$ cat config.mk
export PLATFORM = sky130hd
export DESIGN_NAME = pkbis_ctrl
export DESIGN_NICKNAME = d
export VERILOG_FILES = /design/src/rtl/core/pkbis_pkg.sv /design/src/rtl/core/pkbis_ctrl.sv
export SDC_FILE = /design/constraint.sdc
export NUM_CORES = 1
export LEC_CHECK = 0
export BUFFER_PORTS_ARGS = -buffer_cell sky130_fd_sc_hd__buf_2
export CAP_MARGIN = 20
export CORE_AREA = 2 2 39 41
export DETAILED_ROUTE_END_ITERATION = 8
export DIE_AREA = 0 0 41 43
export GPL_TIMING_DRIVEN = 0
export PLACE_DENSITY_LB_ADDON = 0.2
export SETUP_SLACK_MARGIN = 0.4
export SLEW_MARGIN = 20
export SYNTH_ARGS = -nofsm -noshare
export SYNTH_HDL_FRONTEND = slang
export SYNTH_SLANG_ARGS = --single-unit
$ cat constraint.sdc
create_clock -name clk -period 1.2 [get_ports clk]
set_input_delay 0.24 -clock clk [delete_from_list [all_inputs] [get_ports clk]]
set_output_delay 0.24 -clock clk [all_outputs]
set_load 0.01 [all_outputs]
$ cat src/rtl/core/pkbis_pkg.sv
`timescale 1ns / 1ps
// ----------------------------------------------------------------------------
// pkbis_pkg
// Shared types and constants of the per-key bounded identifier set core.
// ----------------------------------------------------------------------------
package pkbis_pkg;

  localparam int NUM_SLOTS = 64;
  localparam int SET_CAP   = 16;

  localparam int SLOT_W  = 6;
  localparam int ID_W    = 16;
  localparam int CNT_W   = $clog2(SET_CAP + 1);
  localparam int RAM_AW  = (NUM_SLOTS > 1) ? $clog2(NUM_SLOTS) : 1;

  typedef enum logic [1:0] {
    OP_CLEAR  = 2'd0,
    OP_INSERT = 2'd1,
    OP_QUERY  = 2'd2,
    OP_NONE   = 2'd3
  } opcode_t;

  typedef struct packed {
    opcode_t             opcode;
    logic [SLOT_W-1:0]   slot_index;
    logic [ID_W-1:0]     ident;
    logic                learn_ok;
    logic                external_has;
  } req_t;

  typedef struct packed {
    logic hit;
    logic added;
    logic dropped_full;
  } rsp_t;

  // one memory row holds a whole set and its fill count
  typedef struct packed {
    logic [CNT_W-1:0]               count;
    logic [SET_CAP-1:0][ID_W-1:0]   ents;
  } row_t;

  localparam int ROW_W = $bits(row_t);

  typedef enum logic [1:0] {
    ST_IDLE,
    ST_READ,
    ST_LOOKUP,
    ST_FINISH
  } state_t;

  typedef struct packed {
    logic latch_req;
    logic ram_rd;
    logic evaluate;
    logic finish;
  } ctrl_cmd_t;

endpackage

$ cat src/rtl/core/pkbis_ctrl.sv
`timescale 1ns / 1ps
// ----------------------------------------------------------------------------
// pkbis_ctrl
// Sequencer: accept, row read, lookup, finish and report.
// ----------------------------------------------------------------------------
module pkbis_ctrl (
  input  logic                  clk,
  input  logic                  rst,
  input  logic                  start,
  output logic                  busy,
  output logic                  done,
  output pkbis_pkg::ctrl_cmd_t  cmd
);

  import pkbis_pkg::*;

  state_t state;
  state_t state_next;

  always_ff @(posedge clk) begin
    if (rst) begin
      state <= ST_IDLE;
    end else begin
      state <= state_next;
    end
  end

  always_comb begin
    state_next    = state;
    cmd           = '0;
    busy          = 1'b1;
    done          = 1'b0;
    case (state)
      ST_IDLE: begin
        busy = 1'b0;
        if (start) begin
          cmd.latch_req = 1'b1;
          state_next    = ST_READ;
        end
      end
      ST_READ: begin
        cmd.ram_rd = 1'b1;
        state_next = ST_LOOKUP;
      end
      ST_LOOKUP: begin
        cmd.evaluate = 1'b1;
        state_next   = ST_FINISH;
      end
      ST_FINISH: begin
        cmd.finish = 1'b1;
        done       = 1'b1;
        state_next = ST_IDLE;
      end
      default: begin
        state_next = ST_IDLE;
      end
    endcase
  end

endmodule

## Word-level counts from Yosys, hierarchy flattened

Index checks and enable logic that the tools add are counted.

| storage, ports and cells | value |
|---|---|
| word-level logic and storage cells | 14 |
| bits in registers | 2 |
| output and inout port bits | 6 |
| bits of input ports | 3 |

| operators by class | value |
|---|---|
| multiplexer cells | 8 |
| reductions and logical operators | 1 |
| equal/unequal tests | 4 |

Operators with widths:

| kind | number |
|---|---|
| $pmux 2 s4 | 1 |
| $mux 1 | 6 |
| $eq 2x2->1 const B | 2 |
| $eq 2x1->1 const B | 1 |
| $logic_not 2->1 | 1 |
| $mux 2 | 1 |
| $ne 2x2->1 const B | 1 |

## Logic depth before layout (Yosys ltp)

Gate-level depths: netlist of run 1.

| logic depth | value |
|---|---|
| depth in word-level cells | 2 |
| depth in mapped cells | 5 |
| mapped depth without buffers | 5 |

## Least setup slack after synthesis of run 1

No wires, ideal clock.

| timing | value |
|---|---|
| path type | flip-flop to flip-flop |
| start point | reg state[0] |
| end point | reg state[1] |
| library setup time | 114 ps |
| required time | 1086 ps |
| period minus slack after synthesis | 1089 ps |
| buffers on the path | 0 |
| slack | 111 ps |
| arrival | 975 ps |
| stages on the path, launching flop included | 6 |
| cells stage by stage | dfxtp_1 inv_1 ha_1 nand2b_1 mux2i_1 nor2_1 |

| on the way | value |
|---|---|
| longest elaborated chain between the ends | 2 |
| elaborated cells between the ends (all ways) | 6 |
| those cells by class | eq/ne: 4; mux: 1; reduce/logical: 1 |

RTL lines:

| what | line | text |
|---|---|---|
| start: declaration | pkbis_ctrl.sv:17 | `state_t state;` |
| start signal: assignment | pkbis_ctrl.sv:24 | `state <= state_next;` |
| $eq 2x2->1 (tied with other cells) | pkbis_ctrl.sv:33 | `case (state)` |
| $pmux 2 s4 or $ne 2x2->1 (tied branches) | -- |  |

Several ways; a longest one is shown, not always the timed one.
A chain may end at the register's enable or synchronous reset.

==> impl_metrics.ini, run 1 <==
[outcome]
status = complete, but fails checks
violations = setup timing

[final_layout]
fin_cells = 47
layout.nets = 41
syn2layout_area_growth_pct = 94.7
stdcell_area_um2 = 319
finish.utilization_pct = 23.1
top_regs = state (2)
largest-register = state
n_antenna_cell = 0
largest_reg_flops = 2
layout-drive-gt1-share_pct = 74.2

[grt]
track_usage_pct = 5.61
grt_pass1_wl_um = 600
met1_usage_pct = 6.37
grt_overflow = 0
antenna_found_initial = 0
grt_max_degree = 5
met2_usage_pct = 6.56
met3_usage_pct = 1.57
busiest_layer = met4
grt_pass1_vias = 152

[power]
power_w = 0.000792
ir_drop_mv = 0.610
power_density_nw_per_um2 = 2480
p_leak_nw = 0.163

[route]
drt-initial-drc-count = 2
drc = 0
via_per_inst = 3.28
detail-route-antenna-nets = 0
routed_wl_um = 349
drt_pass1_iterations = 2
post_drt_wl_per_cell_um = 7.43
vias = 154

[yosys]
synth_compound_area_share_pct = 4.58
ys_types = 9
synthXorXnorAreaFrac_pct = 0
yosys.area.top_type = ha_1
synth_common_cells = 5 x ha_1, 3 x inv_1, 3 x nor2_1
synth_nets = 26
synthSimpleGateAreaFrac_pct = 15.3
synth_seq_area_share_pct = 24.4
synth_seq_cells = 2
ys_warn_count = 0
yosysMostFrequentCell = ha_1
synth_edf_count = 0
yosys.area_share.adder_pct = 38.2
syn_inst = 18
syn_area_um2 = 164
synth_top_family_by_area = adder cells
synth.top_cell.area_share_pct = 38.2
ys_async_sr_fraction_pct = 0
avgSynthCellArea_um2 = 9.11
synth.mux.area_fraction_pct = 6.11
synth-main-ff-cell = dfxtp_1
synth_area_leaders = ha_1 38%, dfxtp_1 24%, inv_1 6.9%

[sta]
finalHoldViolCount = 0
final_max_slew_viol_count = 0
skew_ns = 0.00277
min_period_ns = 1.26
post-route-period-util_pct = 105
max_slew_margin_pct = 88.3
setup_viol = 3
holdWs_ns = 0.191
fmax_ghz = 0.795
worst_pin_slew_ns = 0.175
layout_setup_ws_ns = -0.0585
rsz0062_at_grt = yes

[cts]
clk_pin_slew_worst_paths_ns = 0.03
cts_sinks = 2
cts_tree = built
clk_latency_ns = 0.22
cts_buffers = 3
cts.path.max_buffers = 2
ctsHtreeMaxLevel = 1
cts-root-buf = clkbuf_4

[placed_design]
dp.cells = 42
io_buffers = 8
place_area_um2 = 248
gp_congestion = 0.550

[hold_path]
hold_path.class = in2reg

[critical_path]
cp_cell_sequence = inv_4, ha_4, and2_4, buf_6
crit_family = flip-flops
setup.worst_path.class = reg2out
slowest_stage = dfxtp_4
cp_max_fo = 4
path_buf_inv = 2
required_ns = 0.96
end_kind = primary output
arrival_ns = 1.02
critPathMaxStageDelay_ns = 0.36
critPathLaunchType = flip-flop

[floorplanning]
start_util_pct = 11.8
die_w_um = 41
die_y_um = 43
fp-row-count = 14
ios = 9
fp.coreArea_um2 = 1380
dieArea_um2 = 1760

[job]
max-cap-violations = 0
layout make-up:
type	count	area, um^2
plain buffers	1	7.51
clock buffers	3	22.5
fillers	157	1060
inverters	3	16.3
multi-input cells	12	131
flip-flops and latches	2	47.5
well taps	16	20.0
repair buffers	10	73.8
placed cells by master (no fill, tap or decap), drive strengths merged:
cell type	instances
nand2b	1
a211oi	1
ha	5
dfxtp	2
mux2i	1
nor2	3
inv	3
and2	1
clkbuf	3
buf	11
cells by family after synthesis:
logic type / count (synthesis)
AOI/OAI and AO/OA: 1
adders and majority gates: 5
buffers and inverters: 4
DFF: 2
muxes: 1
and+or+nand+nor: 5
per-stage QoR:
stage	setup TNS [ns]	worst slack [ns]
after global placement	0	0.129
after floorplan	0	0.255
after detailed placement	0	0.128
final	-0.141	-0.0585
after CTS	-0.208	-0.0858
after global routing	-0.333	-0.107
power by group:
group	internal [W]	switching, W	total [W]
logic	0.000268	0.000216	0.000485
clock network	0.000110	0.0000385	0.000149
registers	0.000115	0.0000439	0.000159
timing repair:
action / CTS / global route
hold buffers: 0 / 0
endpoints found under the setup margin: 8 / 8
hold endpoints to repair: 0 / 0
pin swaps: 2 / 0
resized for setup: 1 / 8
cloned: 0 / 0
setup buffers: 2 / 0
routing by layer:
metal | wire (um) | vias up
li1 | - | 81
met5 | 0 | -
met2 | 183 | 6
met3 | 26 | 0
met4 | 0 | 0
met1 | 139 | 67
worst paths after layout:
path / end / slack (ns) / start / cells after the start
worst min register to register: state[0] / 0.54 / state[0] / 2
worst max register to register: state[1] / 0.10 / state[0] / 6
worst min-delay path: state[1] / 0.19 / rst / 2
worst max-delay path: cmd[3] / -0.06 / state[0] / 4
No activity file was read; power rests on OpenSTA's default activity.
==> run 2: changes to the inputs <==
CELL_PAD_IN_SITES_DETAIL_PLACEMENT = 1   (was default)
CELL_PAD_IN_SITES_GLOBAL_PLACEMENT = 1   (was default)
==> run 2 against run 1 <==
  * The flow still finishes with violations (setup timing)
  * Clock skew down 0.0013 ns
  * Worst setup slack got worse by 0.026 ns
  * Combinational power increased by 8.5%
  * Die area unchanged
  * Cell count is 2.1% higher
  * Worst hold slack gained 0.0079 ns
  * Final area up 0.39%
  * Global-route usage increased by 0.70 points
  * Largest cell class unchanged
==> impl_metrics.ini, run 2 (same netlist as run 1, synthesis figures left out) <==
[outcome]
status = complete, but fails checks
violations = setup timing

[final_layout]
top_regs = state (2)
largest_reg_flops = 2
regArea_um2 = 45.0
fill_cells = 163
fin_cells = 48
stdcell_area_um2 = 320
layout.nets = 42
layout-drive-gt1-share_pct = 78.1
syn2layout_area_growth_pct = 95.4
final_cell_mix = 6 x buf_2, 4 x buf_4, 3 x ha_1, 3 x clkbuf_4
multi_input_comb_area_um2 = 136
largest-register = state
n_antenna_cell = 0
mostFrequentLayoutCell = buf_2

[critical_path]
setup.worst_path.class = reg2out
crit_family = flip-flops
arrival_ns = 1.05
slowest_stage = dfxtp_4
critPathLaunchType = flip-flop
cp_cell_sequence = inv_4, ha_4, and2_4, buf_6
critPathMaxStageDelay_ns = 0.37
end_kind = primary output
path_buf_inv = 2
cp_max_fo = 4
required_ns = 0.96

[floorplanning]
dieArea_um2 = 1760
start_util_pct = 11.8
die_y_um = 43
fp-row-count = 14
die_w_um = 41
ios = 9
fp.coreArea_um2 = 1380

[cts]
cts-root-buf = clkbuf_4
cts_sinks = 2
clk_latency_ns = 0.22
cts_buffers = 3
cts_tree = built
cts.path.max_buffers = 2
ctsHtreeMaxLevel = 1
clk_pin_slew_worst_paths_ns = 0.03

[grt]
grt_overflow = 0
met1_usage_pct = 7.01
track_usage_pct = 6.31
grt_pass1_wl_um = 690
grt_pass1_vias = 182
busiest_layer = met2
antenna_found_initial = 0
met3_usage_pct = 1.57
met2_usage_pct = 8.13
grt_max_degree = 5

[route]
drc = 0
via_per_inst = 3.42
detail-route-antenna-nets = 0
routed_wl_um = 413
post_drt_wl_per_cell_um = 8.60
drt_pass1_iterations = 1
drt-initial-drc-count = 0
vias = 164

[placed_design]
gp_congestion = 0.567
hpwl_um = 273
place_area_um2 = 248
io_buffers = 8
dp.cells = 42

[sta]
post-route-period-util_pct = 107
tns_ns = -0.158
final_max_slew_viol_count = 0
max_slew_margin_pct = 89.1
worst_pin_slew_ns = 0.163
fmax_ghz = 0.778
layout_setup_ws_ns = -0.0850
finalHoldViolCount = 0
skew_ns = 0.00144
setup_viol = 3
rsz0062_at_grt = yes
min_period_ns = 1.29

[power]
ir_drop_mv = 0.609
p_leak_nw = 0.170
power_density_nw_per_um2 = 2560

[hold_path]
hold_path.class = in2reg

[job]
max-cap-violations = 0
==> run 2: path summary, 6_finish.rpt <==
path / startpoint / to / slack (ns) / depth (start not counted)
setup / recovery: state[0] / cmd[3] / -0.09 / 4
hold / removal: rst / state[0] / 0.20 / 2
setup reg to reg: state[0] / state[0] / 0.04 / 6
hold reg to reg: state[0] / state[0] / 0.59 / 2
==> run 2: power by group <==
part	leakage (nW)	switching (W)	internal (W)	total, W
Sequential	0.0175	0.0000396	0.000109	0.000149
Clock	0.0138	0.0000345	0.000110	0.000145
Combinational	0.138	0.000239	0.000287	0.000526
==> run 2: repair_timing <==
item                                   4_1_cts  5_1_grt
setup buffers                                2        1
hold buffers                                 0        0
pin swaps                                    3        1
resized for setup                            3        4
setup endpoints to repair                    8        8
endpoints found under the hold margin        0        0
==> run 2: worst register-to-register path, delay by kind of cell, from the launching register on <==
kind	cells	cell delay [ns]
compound gates	1	0.08
fa+ha+maj	1	0.19
flops	1	0.37
buf+inv	3	0.29
simple gates	1	0.11
==> run 2: through the flow <==
| step | setup slack (ns) | power, W | util [%] | hold WS, ns |
|---|---|---|---|---|
| 4_1_cts | -0.0950 | 0.000771 | 21.4 | 0.178 |
| 3_3_place_gp | 0.127 | 0.000539 | 17.9 | 0.409 |
| 5_1_grt | -0.125 | 0.000911 | 23.1 | 0.207 |
| 2_1_floorplan | 0.255 | 0.000432 | - | 0.305 |
| 3_5_place_dp | 0.114 | 0.000545 | 17.9 | 0.415 |
| 6_report | -0.0850 | 0.000820 | 23.1 | 0.199 |
==> run 2: area by class of cell <==
| class | instances | area share, % |
|---|---|---|
| Buffer | 1 | 2.34 |
| Multi-Input combinational cell | 12 | 42.6 |
| Timing Repair Buffer | 11 | 23.4 |
| Inverter | 3 | 4.30 |
| Clock buffer | 3 | 7.03 |
| Sequential cell | 2 | 14.1 |
| Tap cell | 16 | 6.25 |
==> run 2: layer usage <==
metal | share of wire, % | vias up
li1 | - | 85
met1 | 37 | 75
met2 | 58 | 4
met3 | 4.6 | 0
met4 | 0 | 0
met5 | 0 | -
